===== config.mk =====
export PLATFORM = sky130hd
export DESIGN_NAME = i2c_master_transaction_sequencer
export DESIGN_NICKNAME = d
export VERILOG_FILES = /design/src/i2cts_pkg.sv /design/src/i2cts_buf.sv /design/src/i2cts_ctrl.sv /design/src/i2cts_out.sv /design/src/i2c_master_transaction_sequencer.sv
export SDC_FILE = /design/constraint.sdc
export NUM_CORES = 1
export LEC_CHECK = 0
export BUFFER_PORTS_ARGS = -buffer_cell sky130_fd_sc_hd__buf_2
export CAP_MARGIN = 20
export CORE_UTILIZATION = 60
export CTS_CLUSTER_SIZE = 24
export DETAILED_ROUTE_END_ITERATION = 8
export PLACE_DENSITY = 0.92
export SLEW_MARGIN = 30
export SYNTH_ARGS = -nofsm -noshare
export SYNTH_HDL_FRONTEND = slang
export SYNTH_HIERARCHICAL = 1
export SYNTH_SLANG_ARGS = --single-unit

===== constraint.sdc =====
create_clock -name clk -period 4.69 [get_ports clk]
set_input_delay 0.7035 -clock clk [delete_from_list [all_inputs] [get_ports clk]]
set_output_delay 0.7035 -clock clk [all_outputs]
set_load 0.02 [all_outputs]

===== src/i2cts_pkg.sv =====
// Shared types and constants for the I2C master transaction sequencer.
// No dependencies; imported by every module of the block.
package i2cts_pkg;

	localparam int BYTE_W = 8;
	localparam int CNT_W  = 5;
	localparam int APB_AW = 3;

	typedef enum logic [2:0] {
		KIND_STATUS = 3'd0,
		KIND_START  = 3'd1,
		KIND_RESET  = 3'd2,
		KIND_BUF_WR = 3'd3,
		KIND_BUF_RD = 3'd4
	} kind_t;

	typedef enum logic [2:0] {
		PH_IDLE      = 3'd0,
		PH_STARTED   = 3'd1,
		PH_RESTARTED = 3'd2,
		PH_DATA_ACK  = 3'd3,
		PH_DONE      = 3'd4
	} phase_t;

	// bus controller status codes
	localparam logic [7:0] ST_BUS_ERR     = 8'h00;
	localparam logic [7:0] ST_START       = 8'h08;
	localparam logic [7:0] ST_RESTART     = 8'h10;
	localparam logic [7:0] ST_SLA_W_ACK   = 8'h18;
	localparam logic [7:0] ST_SLA_W_NACK  = 8'h20;
	localparam logic [7:0] ST_DATA_W_ACK  = 8'h28;
	localparam logic [7:0] ST_DATA_W_NACK = 8'h30;
	localparam logic [7:0] ST_ARB_LOST    = 8'h38;
	localparam logic [7:0] ST_SLA_R_ACK   = 8'h40;
	localparam logic [7:0] ST_SLA_R_NACK  = 8'h48;
	localparam logic [7:0] ST_DATA_R_ACK  = 8'h50;
	localparam logic [7:0] ST_DATA_R_NACK = 8'h58;

	// control set mask bits
	localparam logic [3:0] SET_ACK = 4'b0001;
	localparam logic [3:0] SET_STA = 4'b0010;
	localparam logic [3:0] SET_STO = 4'b0100;
	localparam logic [3:0] SET_EN  = 4'b1000;
	// control clear mask bits
	localparam logic [3:0] CLR_ACK = 4'b0001;
	localparam logic [3:0] CLR_SI  = 4'b0010;
	localparam logic [3:0] CLR_STA = 4'b0100;

	localparam logic [CNT_W-1:0] COUNT_MAX = 5'd31;

	// register index, taken from paddr[2]
	localparam logic REG_WRITE_LENGTH = 1'b0;
	localparam logic REG_READ_LENGTH  = 1'b1;

	typedef enum logic [1:0] {
		SRC_NONE   = 2'd0,
		SRC_MEM    = 2'd1,
		SRC_MEM_RD = 2'd2  // address byte with read bit set
	} send_src_t;

	typedef struct packed {
		send_src_t  send_src;
		logic       rdata_en;
		logic [3:0] cset;
		logic [3:0] cclr;
		phase_t     phase;
		logic       busy;
		logic       nack;
	} step_ctrl_t;

	typedef struct packed {
		logic [BYTE_W-1:0] slot_read_data;
		logic              nack_at_start;
		logic              busy_res;
		logic [2:0]        phase;
		logic [3:0]        control_clear;
		logic [3:0]        control_set;
		logic              send_load;
		logic [BYTE_W-1:0] send_byte;
	} result_t;

endpackage


===== src/i2cts_buf.sv =====
// Byte store of the sequencer: one write port, one registered read port.
// Depends on i2cts_pkg.
module i2cts_buf #(
	parameter int BUFFER_DEPTH = 32
) (
	input  logic                               clk,
	input  logic                               we,
	input  logic [$clog2(BUFFER_DEPTH)-1:0]    waddr,
	input  logic [i2cts_pkg::BYTE_W-1:0]       wdata,
	input  logic                               re,
	input  logic [$clog2(BUFFER_DEPTH)-1:0]    raddr,
	output logic [i2cts_pkg::BYTE_W-1:0]       rdata_s1
);
	import i2cts_pkg::*;

	logic [BYTE_W-1:0] mem_q [BUFFER_DEPTH];

	always_ff @(posedge clk) begin
		if (we) begin
			mem_q[waddr] <= wdata;
		end
		if (re) begin
			rdata_s1 <= mem_q[raddr];
		end
	end

endmodule


===== src/i2cts_ctrl.sv =====
// Status decode and transaction state (phase, indices, busy, nack).
// Drives the byte store ports. Depends on i2cts_pkg.
module i2cts_ctrl #(
	parameter int BUFFER_DEPTH = 32
) (
	input  logic                               clk,
	input  logic                               arst_n,
	input  logic                               accept,
	input  logic [2:0]                         kind,
	input  logic [i2cts_pkg::BYTE_W-1:0]       status_code,
	input  logic [i2cts_pkg::BYTE_W-1:0]       received_byte,
	input  logic [i2cts_pkg::CNT_W-1:0]        slot_index,
	input  logic [i2cts_pkg::BYTE_W-1:0]       slot_byte,
	input  logic [i2cts_pkg::CNT_W-1:0]        write_length,
	input  logic [i2cts_pkg::CNT_W-1:0]        read_length,
	output logic                               mem_we,
	output logic [$clog2(BUFFER_DEPTH)-1:0]    mem_waddr,
	output logic [i2cts_pkg::BYTE_W-1:0]       mem_wdata,
	output logic [$clog2(BUFFER_DEPTH)-1:0]    mem_raddr,
	output i2cts_pkg::step_ctrl_t              ctrl_next
);
	import i2cts_pkg::*;

	localparam int AW = $clog2(BUFFER_DEPTH);
	localparam int CW = (AW + 1 > 6) ? AW + 1 : 6;
	localparam logic [CW-1:0] DEPTH_C = CW'(BUFFER_DEPTH);

	phase_t           phase_q, phase_d;
	logic [CNT_W-1:0] wc_q, wc_d, rc_q, rc_d, rc_bump;
	logic             busy_q, busy_d, nack_q, nack_d;
	logic [CW-1:0]    wr_slot, rd_slot, slot_ext;
	logic             can_send, rx_fits, slot_ok, we;

	assign wr_slot  = CW'(wc_q) + CW'(1);
	assign rd_slot  = CW'(rc_q) + CW'(3);
	assign slot_ext = CW'(slot_index);
	assign slot_ok  = slot_ext < DEPTH_C;
	assign can_send = (wc_q < write_length) && (wc_q != COUNT_MAX) && (wr_slot < DEPTH_C);
	assign rx_fits  = rd_slot < DEPTH_C;
	// read index saturates at the store end and at the counter top
	assign rc_bump  = (rx_fits && rc_q != COUNT_MAX) ? rc_q + CNT_W'(1) : rc_q;

	always_comb begin
		phase_d   = phase_q;
		wc_d      = wc_q;
		rc_d      = rc_q;
		busy_d    = busy_q;
		nack_d    = nack_q;
		we        = 1'b0;
		mem_waddr = slot_ext[AW-1:0];
		mem_wdata = slot_byte;
		mem_raddr = wr_slot[AW-1:0];
		ctrl_next = '{send_src: SRC_NONE, rdata_en: 1'b0, cset: 4'b0, cclr: 4'b0,
			phase: PH_IDLE, busy: 1'b0, nack: 1'b0};

		unique case (kind)
			KIND_STATUS: begin
				unique case (status_code)
					ST_BUS_ERR, ST_DATA_W_NACK: begin
						ctrl_next.cset = SET_ACK | SET_STO;
						ctrl_next.cclr = CLR_SI;
						phase_d        = PH_DONE;
					end
					ST_START: begin
						mem_raddr          = '0;
						ctrl_next.send_src = SRC_MEM;
						ctrl_next.cset     = SET_ACK;
						ctrl_next.cclr     = CLR_SI | CLR_STA;
						phase_d            = PH_STARTED;
					end
					ST_RESTART: begin
						mem_raddr          = '0;
						ctrl_next.send_src = SRC_MEM_RD;
						ctrl_next.cset     = SET_ACK;
						ctrl_next.cclr     = CLR_SI | CLR_STA;
						phase_d            = PH_RESTARTED;
					end
					ST_SLA_W_ACK: begin
						if (phase_q == PH_STARTED) begin
							if (can_send) begin
								ctrl_next.send_src = SRC_MEM;
								wc_d               = wc_q + CNT_W'(1);
							end
							phase_d = PH_DATA_ACK;
						end
						ctrl_next.cset = SET_ACK;
						ctrl_next.cclr = CLR_SI;
					end
					ST_SLA_W_NACK: begin
						phase_d        = PH_DONE;
						ctrl_next.cset = SET_ACK | SET_STO;
						ctrl_next.cclr = CLR_SI;
						nack_d         = 1'b1;
					end
					ST_DATA_W_ACK: begin
						if (can_send) begin
							ctrl_next.send_src = SRC_MEM;
							wc_d               = wc_q + CNT_W'(1);
							phase_d            = PH_DATA_ACK;
							ctrl_next.cset     = SET_ACK;
						end else begin
							phase_d        = PH_DONE;
							ctrl_next.cset = SET_ACK | SET_STO;
						end
						ctrl_next.cclr = CLR_SI;
					end
					ST_ARB_LOST: begin
						ctrl_next.cset = SET_ACK | SET_STA;
						ctrl_next.cclr = CLR_SI;
					end
					ST_SLA_R_ACK: begin
						if (read_length > CNT_W'(1)) begin
							ctrl_next.cset = SET_ACK;
							ctrl_next.cclr = CLR_SI;
						end else begin
							ctrl_next.cclr = CLR_SI | CLR_ACK;
						end
					end
					ST_SLA_R_NACK: begin
						// phase stays; stop is requested with ack set and SI cleared
						ctrl_next.cset = SET_ACK | SET_STO;
						ctrl_next.cclr = CLR_SI;
					end
					ST_DATA_R_ACK: begin
						we        = rx_fits;
						mem_waddr = rd_slot[AW-1:0];
						mem_wdata = received_byte;
						rc_d      = rc_bump;
						if (CW'(rc_bump) + CW'(1) < CW'(read_length)) begin
							ctrl_next.cset = SET_ACK;
							ctrl_next.cclr = CLR_SI;
						end else begin
							ctrl_next.cclr = CLR_SI | CLR_ACK;
						end
					end
					ST_DATA_R_NACK: begin
						we             = rx_fits;
						mem_waddr      = rd_slot[AW-1:0];
						mem_wdata      = received_byte;
						phase_d        = PH_DONE;
						ctrl_next.cset = SET_ACK | SET_STO;
						ctrl_next.cclr = CLR_SI;
					end
					default: begin
						ctrl_next.cclr = CLR_SI;
					end
				endcase
				if (phase_d == PH_DONE) begin
					busy_d = 1'b0;
				end
			end
			KIND_START: begin
				ctrl_next.cclr = CLR_ACK | CLR_SI | CLR_STA;
				ctrl_next.cset = busy_q ? (SET_STA | SET_EN | SET_STO) : (SET_STA | SET_EN);
				busy_d  = 1'b1;
				rc_d    = '0;
				wc_d    = '0;
				nack_d  = 1'b0;
				phase_d = PH_IDLE;
			end
			KIND_RESET: begin
				ctrl_next.cset = SET_STO | SET_EN;
				ctrl_next.cclr = CLR_SI;
				busy_d  = 1'b0;
				rc_d    = '0;
				wc_d    = '0;
				phase_d = PH_IDLE;
			end
			KIND_BUF_WR: begin
				we = slot_ok;
			end
			KIND_BUF_RD: begin
				mem_raddr          = slot_ext[AW-1:0];
				ctrl_next.rdata_en = slot_ok;
			end
			default: begin
			end
		endcase

		ctrl_next.phase = phase_d;
		ctrl_next.busy  = busy_d;
		ctrl_next.nack  = nack_d;
	end

	assign mem_we = accept && we;

	always_ff @(posedge clk or negedge arst_n) begin
		if (!arst_n) begin
			phase_q <= PH_IDLE;
			wc_q    <= '0;
			rc_q    <= '0;
			busy_q  <= 1'b0;
			nack_q  <= 1'b0;
		end else if (accept) begin
			phase_q <= phase_d;
			wc_q    <= wc_d;
			rc_q    <= rc_d;
			busy_q  <= busy_d;
			nack_q  <= nack_d;
		end
	end

endmodule


===== src/i2cts_out.sv =====
// Stage 1 control register, result assembly and output register with handshake.
// Depends on i2cts_pkg.
module i2cts_out (
	input  logic                          clk,
	input  logic                          arst_n,
	input  logic                          accept,
	output logic                          in_ready,
	input  i2cts_pkg::step_ctrl_t         ctrl_next,
	input  logic [i2cts_pkg::BYTE_W-1:0]  rdata_s1,
	output logic                          out_valid,
	input  logic                          out_ready,
	output i2cts_pkg::result_t            result_q
);
	import i2cts_pkg::*;

	step_ctrl_t ctrl_s1;
	logic       valid_s1, valid_q, advance;
	result_t    result_d;

	assign advance   = !valid_q || out_ready;
	assign in_ready  = !valid_s1 || advance;
	assign out_valid = valid_q;

	always_comb begin
		unique case (ctrl_s1.send_src)
			SRC_MEM:    result_d.send_byte = rdata_s1;
			SRC_MEM_RD: result_d.send_byte = rdata_s1 | BYTE_W'(1);
			default:    result_d.send_byte = '0;
		endcase
		result_d.send_load      = ctrl_s1.send_src != SRC_NONE;
		result_d.control_set    = ctrl_s1.cset;
		result_d.control_clear  = ctrl_s1.cclr;
		result_d.phase          = ctrl_s1.phase;
		result_d.busy_res       = ctrl_s1.busy;
		result_d.nack_at_start  = ctrl_s1.nack;
		result_d.slot_read_data = ctrl_s1.rdata_en ? rdata_s1 : '0;
	end

	always_ff @(posedge clk or negedge arst_n) begin
		if (!arst_n) begin
			valid_s1 <= 1'b0;
			valid_q  <= 1'b0;
		end else begin
			if (accept) begin
				valid_s1 <= 1'b1;
			end else if (advance) begin
				valid_s1 <= 1'b0;
			end
			if (advance) begin
				valid_q <= valid_s1;
			end
		end
	end

	always_ff @(posedge clk) begin
		if (accept) begin
			ctrl_s1 <= ctrl_next;
		end
		if (advance && valid_s1) begin
			result_q <= result_d;
		end
	end

endmodule


===== src/i2c_master_transaction_sequencer.sv =====
// Top level of the I2C master transaction sequencer: stream ports, APB registers.
// Depends on i2cts_pkg, i2cts_ctrl, i2cts_buf, i2cts_out.
//
//  channel  | direction | handshake              | payload
//  ---------+-----------+------------------------+------------------------------
//  s_*      | in        | s_tvalid / s_tready    | s_tuser kind, s_tdata fields
//  m_*      | out       | m_tvalid / m_tready    | m_tdata result fields
//  apb      | in        | psel, penable, pwrite  | write_length, read_length
//
// One transaction per cycle sustained while m_tready is high. Decode and state
// update happen at the accept edge, the byte store read lands in stage 1, and
// the result register loads from stage 1 when it is empty or m_tready is high,
// which raises m_tvalid. s_tready drops only when stage 1 and the result
// register are both full and m_tready is low. Reset clears phase, indices,
// flags and both lengths; the byte store is not cleared.
module i2c_master_transaction_sequencer #(
	parameter int BUFFER_DEPTH = 32
) (
	input  logic                          clk,
	input  logic                          arst_n,
	input  logic                          s_tvalid,
	output logic                          s_tready,
	// [7:0] status_code, [15:8] received_byte, [20:16] slot_index, [28:21] slot_byte
	input  logic [31:0]                   s_tdata,
	// [2:0] kind
	input  logic [2:0]                    s_tuser,
	output logic                          m_tvalid,
	input  logic                          m_tready,
	// [7:0] send_byte, [8] send_load, [12:9] control_set, [16:13] control_clear,
	// [19:17] phase, [20] busy_res, [21] nack_at_start, [29:22] slot_read_data
	output logic [31:0]                   m_tdata,
	input  logic                          psel,
	input  logic                          penable,
	input  logic                          pwrite,
	input  logic [i2cts_pkg::APB_AW-1:0]  paddr,
	input  logic [31:0]                   pwdata,
	output logic [31:0]                   prdata,
	output logic                          pready
);
	import i2cts_pkg::*;

	localparam int AW = $clog2(BUFFER_DEPTH);

	logic [CNT_W-1:0]  write_length_q, read_length_q;
	logic              accept, cfg_we;
	logic              mem_we;
	logic [AW-1:0]     mem_waddr, mem_raddr;
	logic [BYTE_W-1:0] mem_wdata, rdata_s1;
	step_ctrl_t        ctrl_next;
	result_t           result_q;

	assign pready = 1'b1;
	assign cfg_we = psel && penable && pwrite && pready;
	assign prdata = (paddr[2] == REG_READ_LENGTH) ? 32'(read_length_q) : 32'(write_length_q);

	always_ff @(posedge clk or negedge arst_n) begin
		if (!arst_n) begin
			write_length_q <= '0;
			read_length_q  <= '0;
		end else if (cfg_we) begin
			if (paddr[2] == REG_WRITE_LENGTH) begin
				write_length_q <= pwdata[CNT_W-1:0];
			end else begin
				read_length_q <= pwdata[CNT_W-1:0];
			end
		end
	end

	assign accept = s_tvalid && s_tready;

	i2cts_ctrl #(.BUFFER_DEPTH(BUFFER_DEPTH)) u_ctrl (
		.clk           (clk),
		.arst_n        (arst_n),
		.accept        (accept),
		.kind          (s_tuser),
		.status_code   (s_tdata[7:0]),
		.received_byte (s_tdata[15:8]),
		.slot_index    (s_tdata[20:16]),
		.slot_byte     (s_tdata[28:21]),
		.write_length  (write_length_q),
		.read_length   (read_length_q),
		.mem_we        (mem_we),
		.mem_waddr     (mem_waddr),
		.mem_wdata     (mem_wdata),
		.mem_raddr     (mem_raddr),
		.ctrl_next     (ctrl_next)
	);

	i2cts_buf #(.BUFFER_DEPTH(BUFFER_DEPTH)) u_buf (
		.clk      (clk),
		.we       (mem_we),
		.waddr    (mem_waddr),
		.wdata    (mem_wdata),
		.re       (accept),
		.raddr    (mem_raddr),
		.rdata_s1 (rdata_s1)
	);

	i2cts_out u_out (
		.clk       (clk),
		.arst_n    (arst_n),
		.accept    (accept),
		.in_ready  (s_tready),
		.ctrl_next (ctrl_next),
		.rdata_s1  (rdata_s1),
		.out_valid (m_tvalid),
		.out_ready (m_tready),
		.result_q  (result_q)
	);

	assign m_tdata = {2'b00, result_q};

endmodule


== Word-level counts from Yosys, hierarchy flattened ==
Memories as Yosys holds them, arrays and structs flattened. A register that Yosys moved wholly into a read port is not among the register bits.
Index checks and enable logic that the tools add are counted.
Storage, ports and cells
  flip-flop bits (word level): 73
  bits in writable memories: 256
  input port bits: 77
  output and inout bits: 67
  word-level logic and storage cells: 130
  memories kept: 1
Memories
  u_buf.mem_q: depth 32, width 8, read ports 1, clocked after memory_dff 1, wr ports 1, line i2cts_buf.sv:16  | logic [BYTE_W-1:0] mem_q [BUFFER_DEPTH];
Operators by class
  add/subtract/negate cells: 5
  magnitude comparators: 6
  equal/unequal tests: 24
  multiplexer cells: 42
  bitwise logic cells: 1
  reduce and logical (&&, ||, !) cells: 27
Operator list (count)
  5-bit 2-to-1 mux: 8
  5-bit one-hot mux with 2 select lines: 4
  8-bit by 6-bit == test with 1-bit output (second input constant): 4
  8-bit by 7-bit == test with 1-bit output (second input constant): 4
  8-bit one-hot mux with 3 select lines: 1
  3-bit one-hot mux with 6 select lines: 1
  8-bit by 5-bit == test with 1-bit output (second input constant): 2
  8-bit 2-to-1 mux: 2
  8-bit one-hot mux with 2 select lines: 1
  3-bit 2-to-1 mux: 5
  3-bit one-hot mux with 5 select lines: 1
  5-bit by 1-bit adder with 6-bit output (second input constant): 2
  6-bit less-than comparator (second input constant): 2
  1-bit 2-to-1 mux: 12
  4-bit one-hot mux with 3 select lines: 1
  5-bit by 1-bit adder with 5-bit output (second input constant): 2
  5-bit inequality test (second input constant): 2
  8-bit by 4-bit == test with 1-bit output (second input constant): 1
  1-bit logical AND: 8
  8-bit zero test: 1
  2-bit one-hot mux with 4 select lines: 1
  5-bit by 2-bit adder with 6-bit output (second input constant): 1
  3-bit by 1-bit == test with 1-bit output (second input constant): 2
  3-bit by 2-bit == test with 1-bit output (second input constant): 2
  26 further kinds: 35

== Depth between registers and ports, before layout ==
  word-level depth: 9
  depth in mapped cells: 14
  depth with buffers taken out: 13

== Modules after synthesis ==
The synthesis kept the hierarchy.
Modules (own cells, without submodules)
  i2cts_buf: times used 1, cells each 417, area an instance 10133.5 um^2, sequential area each 7927.6 um^2
  i2cts_ctrl: times used 1, cells each 279, area an instance 2083.2 um^2, sequential area each 375.4 um^2
  i2cts_out: times used 1, cells each 78, area an instance 1630.3 um^2, sequential area each 1431.4 um^2
  i2c_master_transaction_sequencer: times used 1, cells each 61, area an instance 705.7 um^2, sequential area each 250.2 um^2

== Worst setup path after synthesis ==
No wires, ideal clock.
  kind: in2reg
  start point: in s_tuser[1]
  end point: mem u_buf.mem_q[19][0], enable pin
  library setup time: 370 ps
  arrival: 3365 ps
  setup slack: 954 ps
  stages: 8
  cells stage by stage: clkbuf_1 or2_2 nor2_1 nand2_1 clkbuf_1 o21ai_0 or3b_2 nor2_1
RTL lines
  start, declared: line i2c_master_transaction_sequencer.sv:26  | input logic [2:0] s_tuser,
  3-bit zero test: line i2cts_ctrl.sv:56  | unique case (kind)
  5-bit 2-to-1 mux: line i2cts_ctrl.sv:56
  named net mem_waddr[4]: line i2c_master_transaction_sequencer.sv:47  | logic [AW-1:0] mem_waddr, mem_raddr;
  end, declared: line i2cts_buf.sv:16
The timed path passes the listed nets, and every way through them passes these cells.

== Final worst setup path ==
  start point: in s_tdata[1]
  end point: reg u_buf/rdata_s1[0] in the netlist's numbering (read register of u_buf.mem_q) (data pin)
On the way
  cells in the longest elaborated chain, start to end: 4
Ends and longest elaborated chain
  start, declared: line i2c_master_transaction_sequencer.sv:24  | input logic [31:0] s_tdata,
  8-bit by 4-bit == test with 1-bit output or 8-bit by 5-bit == test with 1-bit output (tied branches): line i2cts_ctrl.sv:58  | unique case (status_code)
  2-bit OR reduction (no source line) (*)
  5-bit 2-to-1 mux (*): line i2cts_ctrl.sv:58
  5-bit one-hot mux with 2 select lines (*): line i2cts_ctrl.sv:56
  named net mem_raddr[0]: line i2c_master_transaction_sequencer.sv:47
  end, declared: line i2cts_buf.sv:12  | output logic [i2cts_pkg::BYTE_W-1:0] rdata_s1
The timed path passes the listed nets; every way through them passes the cells marked *.
A chain may end at the register's enable or synchronous reset.

==> results.tsv <==
metric	value	unit
top-count cell post-synth	edfxtp_1	
Crit path required time	5.01	ns
Die Area	24880	um^2
# setup viols final	0	
most area-consuming cells after synthesis	edfxtp_1 64%, mux4_2 12%, dfrtp_1 4.6%, mux2_2 2.5%, buf_4 2.1%	
via count	8505	
fmax	255.1	MHz
average wire per standard cell	26.29	um
Flop pwr share	45.5	%
Placer Congestion	0.9188	
# rows	56	
worst hold slack	0.1623	ns
Hold Crit Class	primary input to asynchronous set/reset pin	
dpl cell area	15290	um^2
vias in the first global route	8140	
starting density of the core	61.63	%
Clock Sinks	337	
H-tree Lvls	1	
list of most frequent post-synthesis cells	310 x edfxtp_1, 80 x mux4_2, 50 x nor2_1	
post-synth cell types	61	
I/O Pins	144	
Avg Synthesized Cell Area	17.43	um^2
Sequential Area	9985	um^2
Root Buffer	clkbuf_16	
Setup Skew	0.02239	ns
outcome	completed	
CTS Buf Count	31	
Worst R2R Start	u_ctrl/rc_q[0]	
Core ar.	23610	um^2
Critical Path AT	4.24	ns
Post-CTS Setup Bufs	0	
DRT Pass-1 Iters	7	
Post-CTS Resized	0	
Port Buf Inserts	81	
Worst-Margin Slew	0.9318	ns
Logic pwr share	21.1	%
# hold bufs at CTS	0	
Critical Path End Type	flip-flop	
worst vdd ir	0.2696	mV
Clock Pin Slew Worst Setup and Hold Paths	0.06	ns
crit-path max FO	64	
largest area contributor in the netlist	edfxtp_1	
Worst-Skew Late Latency	0.58	ns
GRT Util Overall	28.11	%
Seq cells post-synth	337	
DP Cell Count	1227	
FF-to-FF path depth	10	
first-pass GRT wire length	50400	um
die width	157.7	um
switching power	2.053	mW
initial antenna violation count	1	
flop-to-flop setup slack	0.84	ns
total leakage power	5.688	nW
pin count of the biggest net entering global routing	65	
yosys warns	6	
CTS Buffer Depth	3	
CTS tree	yes	
maxcap violations	0	
Post-synth EDFFs	310	
Switching Fraction	26.62	%
unrepaired setup endpoints after global routing	false	
DR iter-0 viols	1209	
Synth Cell Area	14550	um^2
worst reg2reg endpoint	u_out/ctrl_s1[5]	
Die H	157.7	um
post-route cell area	16340	um^2
Seq/Total Area, Yosys	68.61	%
Clock Power Share	33.4	%
CP Launch Type	primary input	
ANT cells	0	
Post-synth ARST share	8.012	%
gr ovfl total	0	
Post-Route WL	33760	um
Routed Antenna Nets	0	
Hold Fails Final Rpt	0	
P&R area growth vs syn	12.28	%
Residual DRC	0	
nets@finish	1035	
Final Util	69.20	%
relative slew slack	36.27	%
Multi-input gate area	4138	um^2
post-synth top area share	63.97	%
Most used DFF post-synth	edfxtp_1	
max-slew violation count	0	
internal power	5.658	mW
share of layout cells above drive strength 1	31.09	%
crit share post-route	83.59	%
Syn Inst Count	835	
Non-Filler Instances	1284	
Layout fillers	1355	
pwr/cell area	471.9	nW/um^2
HPWL after DPL	20080	um
minimum clock period	3.921	ns
setup TNS	0	ns
critical path class	primary input to flip-flop	
vias per cell	6.624	
==> worst max path at each step <==
stage / cells past startpoint / start / endpoint
after floorplan: 8 / s_tuser[1] / u_buf/mem_q[19][0]
after global placement: 10 / s_tdata[1] / u_buf/rdata_s1[0]
after detailed placement: 10 / s_tdata[1] / u_buf/rdata_s1[0]
after CTS: 10 / s_tdata[1] / u_buf/rdata_s1[0]
after global routing: 10 / s_tdata[1] / u_buf/rdata_s1[5]
final: 10 / s_tdata[1] / u_buf/rdata_s1[0]
==> critical path: stages <==
cell	delay (ns)
buf_2	0.10
or4_4	0.60
nor4_1	0.51
o21ai_0	0.27
inv_1	0.25
o21ai_4	0.08
buf_12	0.24
mux4_2	0.54
mux4_2	0.53
mux2_2	0.32
==> through the flow <==
stage	power (mW)	setup WS, ns
global route	7.911	0.6966
finish	7.711	0.7694
CTS	7.700	0.8753
global placement	5.076	0.4605
detailed placement	5.143	0.3236
floorplan	4.718	0.9541
==> cells in the final DEF, fill, tap and decap left out, drive strengths merged, types with 14 or more instances in the layout <==
master  instances
clkinv         15
edfxtp        310
dfrtp          27
ha             17
o21ai          37
inv            23
nor2           50
mux2           32
a21oi          14
conb           31
nand2          34
mux4           80
buf           116
clkbuf         36
and2           21
==> cell type report <==
cell class	count	share of cell area, %
clock buffers	36	5.046
well taps	319	2.443
clock inverters	21	1.355
repair buffers	116	4.242
inverters	21	0.4824
multi-input cells	434	25.32
flip-flops and latches	337	61.11
==> registers in the layout, summed over array words and instances (netlist names), 5 cells and up <==
name	count
write_length_q	5
u_ctrl/rc_q	5
u_ctrl/wc_q	5
u_buf/mem_q	256
u_buf/rdata_s1	8
read_length_q	5
u_out/result_q	30
u_out/ctrl_s1	16
==> routing by layer <==
| metal | global-route usage (%) | wire length, um | vias up | share of wire (%) |
|---|---|---|---|---|
| met2 | 45.33 | 16390 | 722 | 49 |
| li1 | - | - | 3447 | - |
| met5 | 0 | 0 | - | 0 |
| met3 | 4.763 | 3705 | 130 | 11 |
| met1 | 38.12 | 11970 | 4206 | 35 |
| met4 | 12.21 | 1695 | 0 | 5.0 |
==> power by group through the flow <==
| stage | Clock [mW] | Sequential [mW] | Combinational (mW) |
|---|---|---|---|
| floorplan | 0 | 3.58 | 1.14 |
| global placement | 0 | 3.55 | 1.52 |
| detailed placement | 0 | 3.56 | 1.58 |
| CTS | 2.58 | 3.50 | 1.61 |
| global route | 2.69 | 3.51 | 1.71 |
| finish | 2.57 | 3.51 | 1.63 |
==> cells by family after synthesis <==
kind of cell,share of synthesized area (%)
adders and majority gates,1.462
other,0.07737
muxes,15.06
and+or+nand+nor,5.915
AOI/OAI and AO/OA,4.368
DFF,68.61
buffers and inverters,3.843
xor gates and xnor gates,0.6620
Note: power is estimated with default switching activity, not from simulation.
